[config.mk]
export PLATFORM = sky130hd
export DESIGN_NAME = http_request_head_tokenizer
export DESIGN_NICKNAME = d
export VERILOG_FILES = /design/src/rtl/hrt_pkg.sv /design/src/rtl/http_request_head_tokenizer.sv /design/src/rtl/hrt_engine.sv /design/src/rtl/hrt_resq.sv
export SDC_FILE = /design/constraint.sdc
export NUM_CORES = 1
export LEC_CHECK = 0
export ABC_AREA = 0
export ABC_CLOCK_PERIOD_IN_PS = 12700
export BUFFER_PORTS_ARGS = -buffer_cell sky130_fd_sc_hd__buf_2
export CAP_MARGIN = 20
export CORE_ASPECT_RATIO = 2
export CORE_MARGIN = 10
export CORE_UTILIZATION = 60
export DETAILED_ROUTE_END_ITERATION = 8
export PLACE_DENSITY = 0.9
export SYNTH_ARGS = -nofsm -noshare
export SYNTH_HDL_FRONTEND = slang
export SYNTH_SLANG_ARGS = --single-unit
[constraint.sdc]
create_clock -name aclk -period 12.7 [get_ports aclk]
set_input_delay 1.27 -clock aclk [delete_from_list [all_inputs] [get_ports aclk]]
set_output_delay 1.27 -clock aclk [all_outputs]
set_load 0.005 [all_outputs]
[src/rtl/hrt_pkg.sv]
// hrt_pkg: shared types and constants for the request head tokenizer
// beat structs, configuration struct and register indexes; no dependencies
package hrt_pkg;

    localparam int unsigned METHOD_CHARS_DEF = 6;
    localparam int unsigned RQ_DEPTH         = 4;
    localparam int unsigned CFG_AW           = 2;
    localparam int unsigned CFG_DW           = 12;

    localparam logic [CFG_AW-1:0] CFG_PATH_LIMIT  = 2'd0;
    localparam logic [CFG_AW-1:0] CFG_KEY_LIMIT   = 2'd1;
    localparam logic [CFG_AW-1:0] CFG_VALUE_LIMIT = 2'd2;

    localparam logic [11:0] PATH_LIMIT_RST  = 12'd1999;
    localparam logic [7:0]  KEY_LIMIT_RST   = 8'd99;
    localparam logic [7:0]  VALUE_LIMIT_RST = 8'd99;

    typedef struct packed {
        logic [7:0] in_byte;
        logic       in_last;
    } in_beat_t;

    typedef struct packed {
        logic [7:0] out_byte;
        logic [2:0] byte_class;
        logic       field_end;
        logic [2:0] method_code;
        logic       headers_done;
        logic [2:0] error_code;
        logic       request_end;
        logic       run_last;
    } res_t;

    typedef struct packed {
        logic [11:0] path_limit;
        logic [7:0]  key_limit;
        logic [7:0]  value_limit;
    } cfg_t;

    // results of one byte, handed to the result queue
    typedef struct packed {
        logic [1:0]      n;
        res_t [1:0]      r;
    } push_t;

endpackage

[src/rtl/http_request_head_tokenizer.sv]
// http_request_head_tokenizer: top level, limit registers, engine and result queue
// depends on hrt_pkg, hrt_engine and hrt_resq
//
//   port group   dir  beat                   handshake
//   s_           in   in_beat_t (byte, last) s_valid / s_ready
//   m_           out  res_t (one tag)        m_valid / m_ready
//   cfg_         in   12-bit limit write     cfg_wr_en, no wait
//
// while s_ready is high one byte a cycle enters; the queue takes its tags from in_reg
// a byte can make two tags; the queue drains one a cycle while m_ready is high
// s_ready drops while a byte waits and the four-entry queue holds more than two tags
// aresetn (synchronous) empties both stages and restores the default limits
module http_request_head_tokenizer #(
    parameter int unsigned METHOD_CHARS = hrt_pkg::METHOD_CHARS_DEF
) (
    input  logic                           aclk,
    input  logic                           aresetn,
    input  logic                           s_valid,
    output logic                           s_ready,
    input  hrt_pkg::in_beat_t              s_data,
    output logic                           m_valid,
    input  logic                           m_ready,
    output hrt_pkg::res_t                  m_data,
    input  logic                           cfg_wr_en,
    input  logic [hrt_pkg::CFG_AW-1:0]     cfg_addr,
    input  logic [hrt_pkg::CFG_DW-1:0]     cfg_wdata
);
    import hrt_pkg::*;

    cfg_t  cfg_reg;
    push_t push;
    logic  q_room;

    always_ff @(posedge aclk) begin
        if (!aresetn) begin
            cfg_reg.path_limit  <= PATH_LIMIT_RST;
            cfg_reg.key_limit   <= KEY_LIMIT_RST;
            cfg_reg.value_limit <= VALUE_LIMIT_RST;
        end else if (cfg_wr_en) begin
            case (cfg_addr)
                CFG_PATH_LIMIT:  cfg_reg.path_limit  <= cfg_wdata;
                CFG_KEY_LIMIT:   cfg_reg.key_limit   <= cfg_wdata[7:0];
                CFG_VALUE_LIMIT: cfg_reg.value_limit <= cfg_wdata[7:0];
                default: begin
                end
            endcase
        end
    end

    hrt_engine #(
        .METHOD_CHARS(METHOD_CHARS)
    ) u_engine (
        .aclk    (aclk),
        .aresetn (aresetn),
        .s_valid (s_valid),
        .s_ready (s_ready),
        .s_data  (s_data),
        .cfg     (cfg_reg),
        .q_room  (q_room),
        .push    (push)
    );

    hrt_resq u_resq (
        .aclk    (aclk),
        .aresetn (aresetn),
        .push    (push),
        .room    (q_room),
        .m_valid (m_valid),
        .m_ready (m_ready),
        .m_data  (m_data)
    );

    a_reset_empties: assert property (@(posedge aclk) !aresetn |=> !m_valid)
        else $error("result queue not empty after reset");

    a_push_room: assert property (@(posedge aclk) disable iff (!aresetn)
        (push.n != 2'd0) |-> q_room)
        else $error("tags pushed without queue room");

    a_pair_order: assert property (@(posedge aclk) disable iff (!aresetn)
        (push.n == 2'd2) |-> (push.r[1].run_last && !push.r[0].run_last))
        else $error("run_last misplaced on a tag pair");

    a_path_write: assert property (@(posedge aclk) disable iff (!aresetn)
        (cfg_wr_en && cfg_addr == CFG_PATH_LIMIT) |=>
        (cfg_reg.path_limit == $past(cfg_wdata)))
        else $error("path limit write lost");

endmodule

[src/rtl/hrt_engine.sv]
// hrt_engine: input beat register, tokenizer state and the per-byte step logic
// depends on hrt_pkg; feeds up to two results per byte into hrt_resq
module hrt_engine #(
    parameter int unsigned METHOD_CHARS = hrt_pkg::METHOD_CHARS_DEF
) (
    input  logic             aclk,
    input  logic             aresetn,
    input  logic             s_valid,
    output logic             s_ready,
    input  hrt_pkg::in_beat_t s_data,
    input  hrt_pkg::cfg_t    cfg,
    input  logic             q_room,
    output hrt_pkg::push_t   push
);
    import hrt_pkg::*;

    localparam int unsigned MW = 8 * METHOD_CHARS;
    localparam logic [11:0] M_LIMIT = 12'(METHOD_CHARS);

    localparam logic [3:0] PH_METHOD   = 4'd0;
    localparam logic [3:0] PH_PATH     = 4'd1;
    localparam logic [3:0] PH_SKIPLINE = 4'd2;
    localparam logic [3:0] PH_LINE     = 4'd3;
    localparam logic [3:0] PH_KEY      = 4'd4;
    localparam logic [3:0] PH_COLON    = 4'd5;
    localparam logic [3:0] PH_VALUE    = 4'd6;
    localparam logic [3:0] PH_SKIPLF   = 4'd7;
    localparam logic [3:0] PH_BODY     = 4'd8;

    localparam logic [2:0] CLS_METHOD = 3'd0;
    localparam logic [2:0] CLS_PATH   = 3'd1;
    localparam logic [2:0] CLS_KEY    = 3'd2;
    localparam logic [2:0] CLS_VALUE  = 3'd3;
    localparam logic [2:0] CLS_BODY   = 3'd4;
    localparam logic [2:0] CLS_DELIM  = 3'd5;
    localparam logic [2:0] CLS_IGN    = 3'd6;

    localparam logic [2:0] MC_GET     = 3'd0;
    localparam logic [2:0] MC_PUT     = 3'd1;
    localparam logic [2:0] MC_POST    = 3'd2;
    localparam logic [2:0] MC_PATCH   = 3'd3;
    localparam logic [2:0] MC_DELETE  = 3'd4;
    localparam logic [2:0] MC_UNKNOWN = 3'd5;
    localparam logic [2:0] MC_NONE    = 3'd0;

    localparam logic [2:0] ERR_NONE   = 3'd0;
    localparam logic [2:0] ERR_METHOD = 3'd1;
    localparam logic [2:0] ERR_PATH   = 3'd2;
    localparam logic [2:0] ERR_KEY    = 3'd3;
    localparam logic [2:0] ERR_VALUE  = 3'd4;
    localparam logic [2:0] ERR_TRUNC  = 3'd5;

    localparam logic [7:0] CH_CR    = 8'h0D;
    localparam logic [7:0] CH_LF    = 8'h0A;
    localparam logic [7:0] CH_SP    = 8'h20;
    localparam logic [7:0] CH_COLON = 8'h3A;

    localparam logic [23:0] STR_GET    = 24'h474554;
    localparam logic [23:0] STR_PUT    = 24'h505554;
    localparam logic [31:0] STR_POST   = 32'h504F5354;
    localparam logic [39:0] STR_PATCH  = 40'h5041544348;
    localparam logic [47:0] STR_DELETE = 48'h44454C455445;

    typedef struct packed {
        res_t r;
        logic ok;
    } fstep_t;

    function automatic res_t mk(logic [7:0] b, logic [2:0] cls, logic fend,
                                logic [2:0] mcode, logic hd, logic [2:0] err);
        res_t r;
        r.out_byte     = b;
        r.byte_class   = cls;
        r.field_end    = fend;
        r.method_code  = mcode;
        r.headers_done = hd;
        r.error_code   = err;
        r.request_end  = 1'b0;
        r.run_last     = 1'b0;
        return r;
    endfunction

    // one field character against its limit
    function automatic fstep_t fstep(logic [7:0] b, logic [11:0] fc, logic [11:0] lim,
                                     logic [2:0] cls, logic [2:0] err);
        fstep_t f;
        if (fc >= lim) begin
            f.r  = mk(b, CLS_IGN, 1'b0, MC_NONE, 1'b0, err);
            f.ok = 1'b0;
        end else begin
            f.r  = mk(b, cls, 1'b0, MC_NONE, 1'b0, ERR_NONE);
            f.ok = 1'b1;
        end
        return f;
    endfunction

    logic          in_valid_reg;
    in_beat_t      in_reg;
    logic [3:0]    phase_reg, phase_next;
    logic [11:0]   count_reg, count_next;
    logic [MW-1:0] mchars_reg, mchars_next;
    logic          failed_reg, failed_next;
    logic          held_reg, held_next;
    logic          advance;
    res_t [1:0]    res;
    logic [1:0]    nres;

    assign advance = in_valid_reg && q_room;
    assign s_ready = !in_valid_reg || advance;

    always_ff @(posedge aclk) begin
        if (!aresetn) begin
            in_valid_reg <= 1'b0;
        end else if (s_ready) begin
            in_valid_reg <= s_valid;
        end
    end

    always_ff @(posedge aclk) begin
        if (s_ready && s_valid) begin
            in_reg <= s_data;
        end
    end

    always_ff @(posedge aclk) begin
        if (!aresetn) begin
            phase_reg  <= PH_METHOD;
            count_reg  <= '0;
            mchars_reg <= '0;
            failed_reg <= 1'b0;
            held_reg   <= 1'b0;
        end else if (advance) begin
            phase_reg  <= phase_next;
            count_reg  <= count_next;
            mchars_reg <= mchars_next;
            failed_reg <= failed_next;
            held_reg   <= held_next;
        end
    end

    always_comb begin
        logic [7:0]    b;
        logic          last;
        logic          is_zero;
        logic          ending;
        logic          mid;
        logic          do_key;
        logic          do_val;
        logic          fi;
        logic [2:0]    code;
        logic [3:0]    ph;
        logic [11:0]   fc;
        logic [MW-1:0] mc;
        logic          fl;
        logic          hc;
        fstep_t        fs;

        b       = in_reg.in_byte;
        last    = in_reg.in_last;
        is_zero = (b == 8'd0);
        ending  = is_zero || last;
        ph      = phase_reg;
        fc      = count_reg;
        mc      = mchars_reg;
        fl      = failed_reg;
        hc      = held_reg;
        res     = '0;
        nres    = 2'd0;
        do_key  = 1'b0;
        do_val  = 1'b0;
        mid     = 1'b0;
        fi      = 1'b0;
        code    = MC_UNKNOWN;
        fs      = '0;

        if (is_zero) begin
            if (hc && !fl) begin
                ph = PH_KEY;
                fs = fstep(CH_CR, fc, {4'd0, cfg.key_limit}, CLS_KEY, ERR_KEY);
                res[nres[0]] = fs.r;
                nres = nres + 2'd1;
                if (fs.ok) fc = fc + 12'd1;
                else fl = 1'b1;
            end
            hc  = 1'b0;
            mid = (ph != PH_LINE) && (ph != PH_BODY);
            res[nres[0]] = mk(b, CLS_IGN, 1'b0, MC_NONE, 1'b0,
                              (!fl && mid) ? ERR_TRUNC : ERR_NONE);
            nres = nres + 2'd1;
        end else if (fl) begin
            res[nres[0]] = mk(b, CLS_IGN, 1'b0, MC_NONE, 1'b0, ERR_NONE);
            nres = nres + 2'd1;
        end else begin
            case (ph)
                PH_METHOD: begin
                    if (b == CH_SP) begin
                        if (fc == 12'd3 && mc == MW'(STR_GET)) code = MC_GET;
                        else if (fc == 12'd3 && mc == MW'(STR_PUT)) code = MC_PUT;
                        else if (fc == 12'd4 && mc == MW'(STR_POST)) code = MC_POST;
                        else if (fc == 12'd5 && mc == MW'(STR_PATCH)) code = MC_PATCH;
                        else if (fc == 12'd6 && mc == MW'(STR_DELETE)) code = MC_DELETE;
                        res[nres[0]] = mk(b, CLS_DELIM, 1'b1, code, 1'b0, ERR_NONE);
                        nres = nres + 2'd1;
                        fc = '0;
                        mc = '0;
                        ph = PH_PATH;
                    end else begin
                        fs = fstep(b, fc, M_LIMIT, CLS_METHOD, ERR_METHOD);
                        res[nres[0]] = fs.r;
                        nres = nres + 2'd1;
                        if (fs.ok) begin
                            fc = fc + 12'd1;
                            mc = {mc[MW-9:0], b};
                        end else begin
                            fl = 1'b1;
                        end
                    end
                end
                PH_PATH: begin
                    if (b == CH_SP) begin
                        res[nres[0]] = mk(b, CLS_DELIM, 1'b1, MC_NONE, 1'b0, ERR_NONE);
                        nres = nres + 2'd1;
                        fc = '0;
                        ph = PH_SKIPLINE;
                    end else begin
                        fs = fstep(b, fc, cfg.path_limit, CLS_PATH, ERR_PATH);
                        res[nres[0]] = fs.r;
                        nres = nres + 2'd1;
                        if (fs.ok) fc = fc + 12'd1;
                        else fl = 1'b1;
                    end
                end
                PH_SKIPLINE, PH_SKIPLF: begin
                    res[nres[0]] = mk(b, CLS_DELIM, 1'b0, MC_NONE, 1'b0, ERR_NONE);
                    nres = nres + 2'd1;
                    if (b == CH_LF) ph = PH_LINE;
                end
                PH_LINE: begin
                    if (hc) begin
                        hc = 1'b0;
                        if (b == CH_LF) begin
                            res[0] = mk(CH_CR, CLS_DELIM, 1'b0, MC_NONE, 1'b0, ERR_NONE);
                            res[1] = mk(b, CLS_DELIM, 1'b0, MC_NONE, 1'b1, ERR_NONE);
                            nres = 2'd2;
                            ph = PH_BODY;
                        end else begin
                            // held cr turns out to be a key character
                            ph = PH_KEY;
                            fs = fstep(CH_CR, fc, {4'd0, cfg.key_limit}, CLS_KEY, ERR_KEY);
                            res[nres[0]] = fs.r;
                            nres = nres + 2'd1;
                            if (fs.ok) fc = fc + 12'd1;
                            else fl = 1'b1;
                            if (fl) begin
                                res[nres[0]] = mk(b, CLS_IGN, 1'b0, MC_NONE, 1'b0,
                                                  ERR_NONE);
                                nres = nres + 2'd1;
                            end else begin
                                do_key = 1'b1;
                            end
                        end
                    end else if (b == CH_CR && !last) begin
                        hc = 1'b1;
                    end else begin
                        ph = PH_KEY;
                        do_key = 1'b1;
                    end
                end
                PH_KEY: begin
                    do_key = 1'b1;
                end
                PH_COLON: begin
                    ph = PH_VALUE;
                    if (b == CH_SP) begin
                        res[nres[0]] = mk(b, CLS_DELIM, 1'b0, MC_NONE, 1'b0, ERR_NONE);
                        nres = nres + 2'd1;
                    end else begin
                        do_val = 1'b1;
                    end
                end
                PH_VALUE: begin
                    do_val = 1'b1;
                end
                default: begin
                    res[nres[0]] = mk(b, CLS_BODY, 1'b0, MC_NONE, 1'b0, ERR_NONE);
                    nres = nres + 2'd1;
                end
            endcase

            if (do_key) begin
                if (b == CH_COLON) begin
                    res[nres[0]] = mk(b, CLS_DELIM, 1'b1, MC_NONE, 1'b0, ERR_NONE);
                    nres = nres + 2'd1;
                    fc = '0;
                    ph = PH_COLON;
                end else begin
                    fs = fstep(b, fc, {4'd0, cfg.key_limit}, CLS_KEY, ERR_KEY);
                    res[nres[0]] = fs.r;
                    nres = nres + 2'd1;
                    if (fs.ok) fc = fc + 12'd1;
                    else fl = 1'b1;
                end
            end

            if (do_val) begin
                if (b == CH_CR) begin
                    res[nres[0]] = mk(b, CLS_DELIM, 1'b1, MC_NONE, 1'b0, ERR_NONE);
                    nres = nres + 2'd1;
                    fc = '0;
                    ph = PH_SKIPLF;
                end else begin
                    fs = fstep(b, fc, {4'd0, cfg.value_limit}, CLS_VALUE, ERR_VALUE);
                    res[nres[0]] = fs.r;
                    nres = nres + 2'd1;
                    if (fs.ok) fc = fc + 12'd1;
                    else fl = 1'b1;
                end
            end
        end

        // mark the final result of this byte
        if (nres != 2'd0) begin
            fi = (nres == 2'd2);
            if (ending && !is_zero) begin
                mid = (ph != PH_LINE) && (ph != PH_BODY);
                if (!fl && mid && res[fi].error_code == ERR_NONE) begin
                    res[fi].error_code = ERR_TRUNC;
                end
            end
            if (ending) res[fi].request_end = 1'b1;
            res[fi].run_last = 1'b1;
        end

        if (ending) begin
            ph = PH_METHOD;
            fc = '0;
            mc = '0;
            fl = 1'b0;
            hc = 1'b0;
        end

        phase_next  = ph;
        count_next  = fc;
        mchars_next = mc;
        failed_next = fl;
        held_next   = hc;
    end

    assign push = {(advance ? nres : 2'd0), res};

endmodule

[src/rtl/hrt_resq.sv]
// hrt_resq: small result queue taking up to two results a cycle
// depends on hrt_pkg; drives the m_ result channel
module hrt_resq (
    input  logic           aclk,
    input  logic           aresetn,
    input  hrt_pkg::push_t push,
    output logic           room,
    output logic           m_valid,
    input  logic           m_ready,
    output hrt_pkg::res_t  m_data
);
    import hrt_pkg::*;

    localparam int unsigned AW = $clog2(RQ_DEPTH);

    res_t          q_reg [RQ_DEPTH];
    logic [AW-1:0] wr_reg, wr_next;
    logic [AW-1:0] rd_reg, rd_next;
    logic [AW:0]   cnt_reg, cnt_next;
    logic          pop;

    assign pop     = m_valid && m_ready;
    assign m_valid = (cnt_reg != '0);
    assign m_data  = q_reg[rd_reg];
    assign room    = (cnt_reg <= (AW+1)'(RQ_DEPTH - 2));

    assign wr_next  = wr_reg + AW'(push.n);
    assign rd_next  = rd_reg + AW'(pop);
    assign cnt_next = cnt_reg + (AW+1)'(push.n) - (AW+1)'(pop);

    always_ff @(posedge aclk) begin
        if (push.n != 2'd0) begin
            q_reg[wr_reg] <= push.r[0];
        end
        if (push.n == 2'd2) begin
            q_reg[wr_reg + AW'(1)] <= push.r[1];
        end
    end

    always_ff @(posedge aclk) begin
        if (!aresetn) begin
            wr_reg  <= '0;
            rd_reg  <= '0;
            cnt_reg <= '0;
        end else begin
            wr_reg  <= wr_next;
            rd_reg  <= rd_next;
            cnt_reg <= cnt_next;
        end
    end

endmodule
==> flow_metrics.py <==
metrics = {
    "power_and_ir_drop": {
        "ir_drop_mv": 0.1135,
        "cellPowerDensity_mw_per_mm2": 122.6,
        "p_seq_share_pct": 45.6,
        "p_sw_mw": 0.4349,
        "p_clk_share_pct": 37.2,
        "power_mw": 1.559,
        "internal_power_mw": 1.124,
        "p_comb_share_pct": 17.1,
        "leakagePower_nw": 4.794,
        "swShare_pct": 27.90,
    },
    "clocking": {
        "tritoncts": "built",
        "clk_latency_ps": 470,
        "cts_buffer_depth": 2,
        "clockRootBuffer": "clkbuf_16",
        "hold_buffers": 0,
        "cts.clk_slew.worst_paths_ps": 70,
        "cts_buffers": 17,
        "post_cts_buffers": 0,
        "htreeDepth": 4,
        "clock_sinks": 195,
        "cts_resized": 0,
    },
    "placed_design": {
        "dp.cells": 1515,
        "place_congestion": 1.023,
        "portBuffers": 50,
        "hpwl_mm": 27.46,
    },
    "synth": {
        "post_synth_num_cell_types": 101,
        "synth-seq-area-share_pct": 41.73,
        "synth-main-ff-cell": "dfxtp_1",
        "ys_async_sr_fraction_pct": 0,
        "synth_seq_cells": 195,
        "synth_edf_count": 93,
        "syn-num-nets": 1337,
        "ys_warn_count": 0,
        "synth_cells": 1260,
        "syn_area_mm2": 0.01159,
        "avgSynthCellArea_um2": 9.195,
    },
    "layout": {
        "drive_gt1_share_pct": 14.21,
        "stdcell_count": 1550,
        "largest_reg_flops": 84,
        "final_cell_mix": "152 x nand2_1, 107 x nor2_1, 105 x a21oi_1, 102 x dfxtp_1, 93 x edfxtp_1",
        "n_antenna_cell": 0,
        "mostFrequentLayoutCell": "nand2_1",
        "final_nets": 1359,
        "syn_to_final_growth_pct": 9.730,
    },
    "routing": {
        "ant_nets": 0,
        "firstDrtPassIters": 6,
        "via_count": 10420,
        "drc": 0,
        "wl_mm": 37.60,
        "via_per_inst": 6.723,
        "drtIter0Drc": 1195,
        "wl_per_cell_um": 24.26,
    },
    "outcome": {
        "status": "finished clean",
    },
    "timing": {
        "fin_skew_ps": 7.422,
        "max-slew-margin-rel_pct": 26.18,
        "finalMaxSlewViolations": 0,
        "worst_slew_pin_slew_ps": 1104,
        "setup_viol": 0,
        "min_period_ps": 7745,
        "max_freq_mhz": 129.1,
        "grt_setup_unrepaired": "false",
        "period_share_pct": 60.99,
        "setup_tns_ps": 0,
        "finalHoldViolCount": 0,
    },
    "worst_setup_path": {
        "critPathArrivalTime_ps": 7930,
        "critPathKind": "reg -> reg",
        "timing.rr.start": "u_engine.count_reg[8]",
        "start_kind": "register",
        "crit_top_cell": "a21o_1",
        "slowest_stage": "a221oi_1",
        "crit_fanout": 9,
        "cp_slowest_stage_delay_ps": 730,
        "endpoint_kind": "register",
        "crit_required_ps": 12880,
        "startpoint": "u_engine.count_reg[8]",
    },
    "global_routing": {
        "grtUsageMet1_pct": 28.47,
        "busiest_layer": "met2",
        "met3_usage_pct": 5.858,
        "use_met2_pct": 52.34,
        "grt_max_degree": 55,
        "grt_pass1_vias": 10250,
        "grt_overflow": 0,
        "grt_usage_pct": 28.99,
        "grt_pass1_wl_mm": 57.67,
        "antenna_found_initial": 0,
    },
    "floorplan": {
        "coreArea_mm2": 0.01892,
        "die_x_um": 118.3,
        "dieHeight_um": 216.5,
        "rows": 71,
        "start_util_pct": 61.23,
        "dieArea_mm2": 0.02561,
        "io_pins": 51,
    },
    "hold_path": {
        "hp-start": "cfg_reg[20]",
        "holdCritPathClass": "reg -> reg",
    },
    "flow_run": {
        "drv_cap": 0,
    },
}
## through the flow
stage	hold WS (ps)	cell area, um^2	util [%]	setup WS, ps
finish	456.4	12710	67.19	4955
detailed placement	449.6	12030	63.60	5210
global placement	438.6	12030	63.58	5227
CTS	459.7	12650	66.88	5106
floorplan	431.6	11590	-	6231
global route	482.9	12710	67.19	4534
## area by class of cell
| type | instances | area [um^2] |
|---|---|---|
| Clock buffer | 18 | 429.2 |
| Sequential cell | 195 | 4835 |
| Tap cell | 255 | 319.1 |
| Clock inverter | 14 | 191.4 |
| Multi-Input combinational cell | 946 | 6292 |
| Fill cell | 1513 | 6208 |
| Inverter | 47 | 176.4 |
| Timing Repair Buffer | 75 | 470.5 |
## worst max-delay path, delay by kind of cell, from the launching register on
kind            cells  cell delay, ps
buf+inv             2             310
simple gates       11            2650
flops               1             650
fa+ha+maj           3             820
compound gates     11            2840
xor+xnor            1             190
## power groups by stage
stage / clock network [mW] / registers, mW / logic (mW)
floorplan: 0 / 0.713 / 0.177
global placement: 0 / 0.725 / 0.248
detailed placement: 0 / 0.728 / 0.254
CTS: 0.582 / 0.714 / 0.257
global route: 0.604 / 0.714 / 0.289
finish: 0.580 / 0.711 / 0.267
## Yosys cell counts, drive strengths merged, types with 9 or more instances
cell type / n / share of area (%)
or2: 9 / 0.49
inv: 47 / 1.5
buf: 18 / 0.94
o21a: 14 / 0.91
nor2b: 13 / 0.70
a21oi: 106 / 4.6
nand4: 16 / 1.0
dfxtp: 102 / 18
ha: 48 / 5.2
o211ai: 15 / 0.97
a22oi: 13 / 0.84
nor4: 19 / 1.3
a21o: 19 / 1.2
mux4: 21 / 4.1
nand3: 66 / 3.0
o21ai: 62 / 2.7
nand2b: 14 / 0.76
nor2: 113 / 3.7
or3: 9 / 0.53
xnor2: 11 / 0.83
nand2: 155 / 5.1
nor3: 28 / 1.3
edfxtp: 93 / 24
and2: 29 / 1.6
mux2i: 16 / 1.4
a31oi: 16 / 0.92
clkbuf: 54 / 1.7
## layer usage
layer | up-vias | routed length (um)
li1 | 4717 | -
met1 | 4902 | 12600
met2 | 613 | 19610
met3 | 189 | 2494
met4 | 0 | 2900
met5 | - | 0
## final timing paths
check | slack, ps | to | cells past startpoint
worst max-delay path | 4950 | u_resq.q_reg[2][4] | 28
worst max register to register | 4950 | u_resq.q_reg[2][4] | 28
worst min register to register | 460 | cfg_reg[20] | 2
worst min-delay path | 460 | cfg_reg[20] | 2
## logic make-up (layout without fill, tap and decap cells)
logic type,Yosys count,in the layout,synth area share [%]
simple gates,521,521,23.39
buf+inv,119,154,4.212
fa+ha+maj,49,49,5.356
mux,38,38,5.561
flops,195,195,41.73
compound gates,325,325,18.77
xor+xnor,13,13,0.9827
Note: power is estimated with default switching activity, not from simulation.
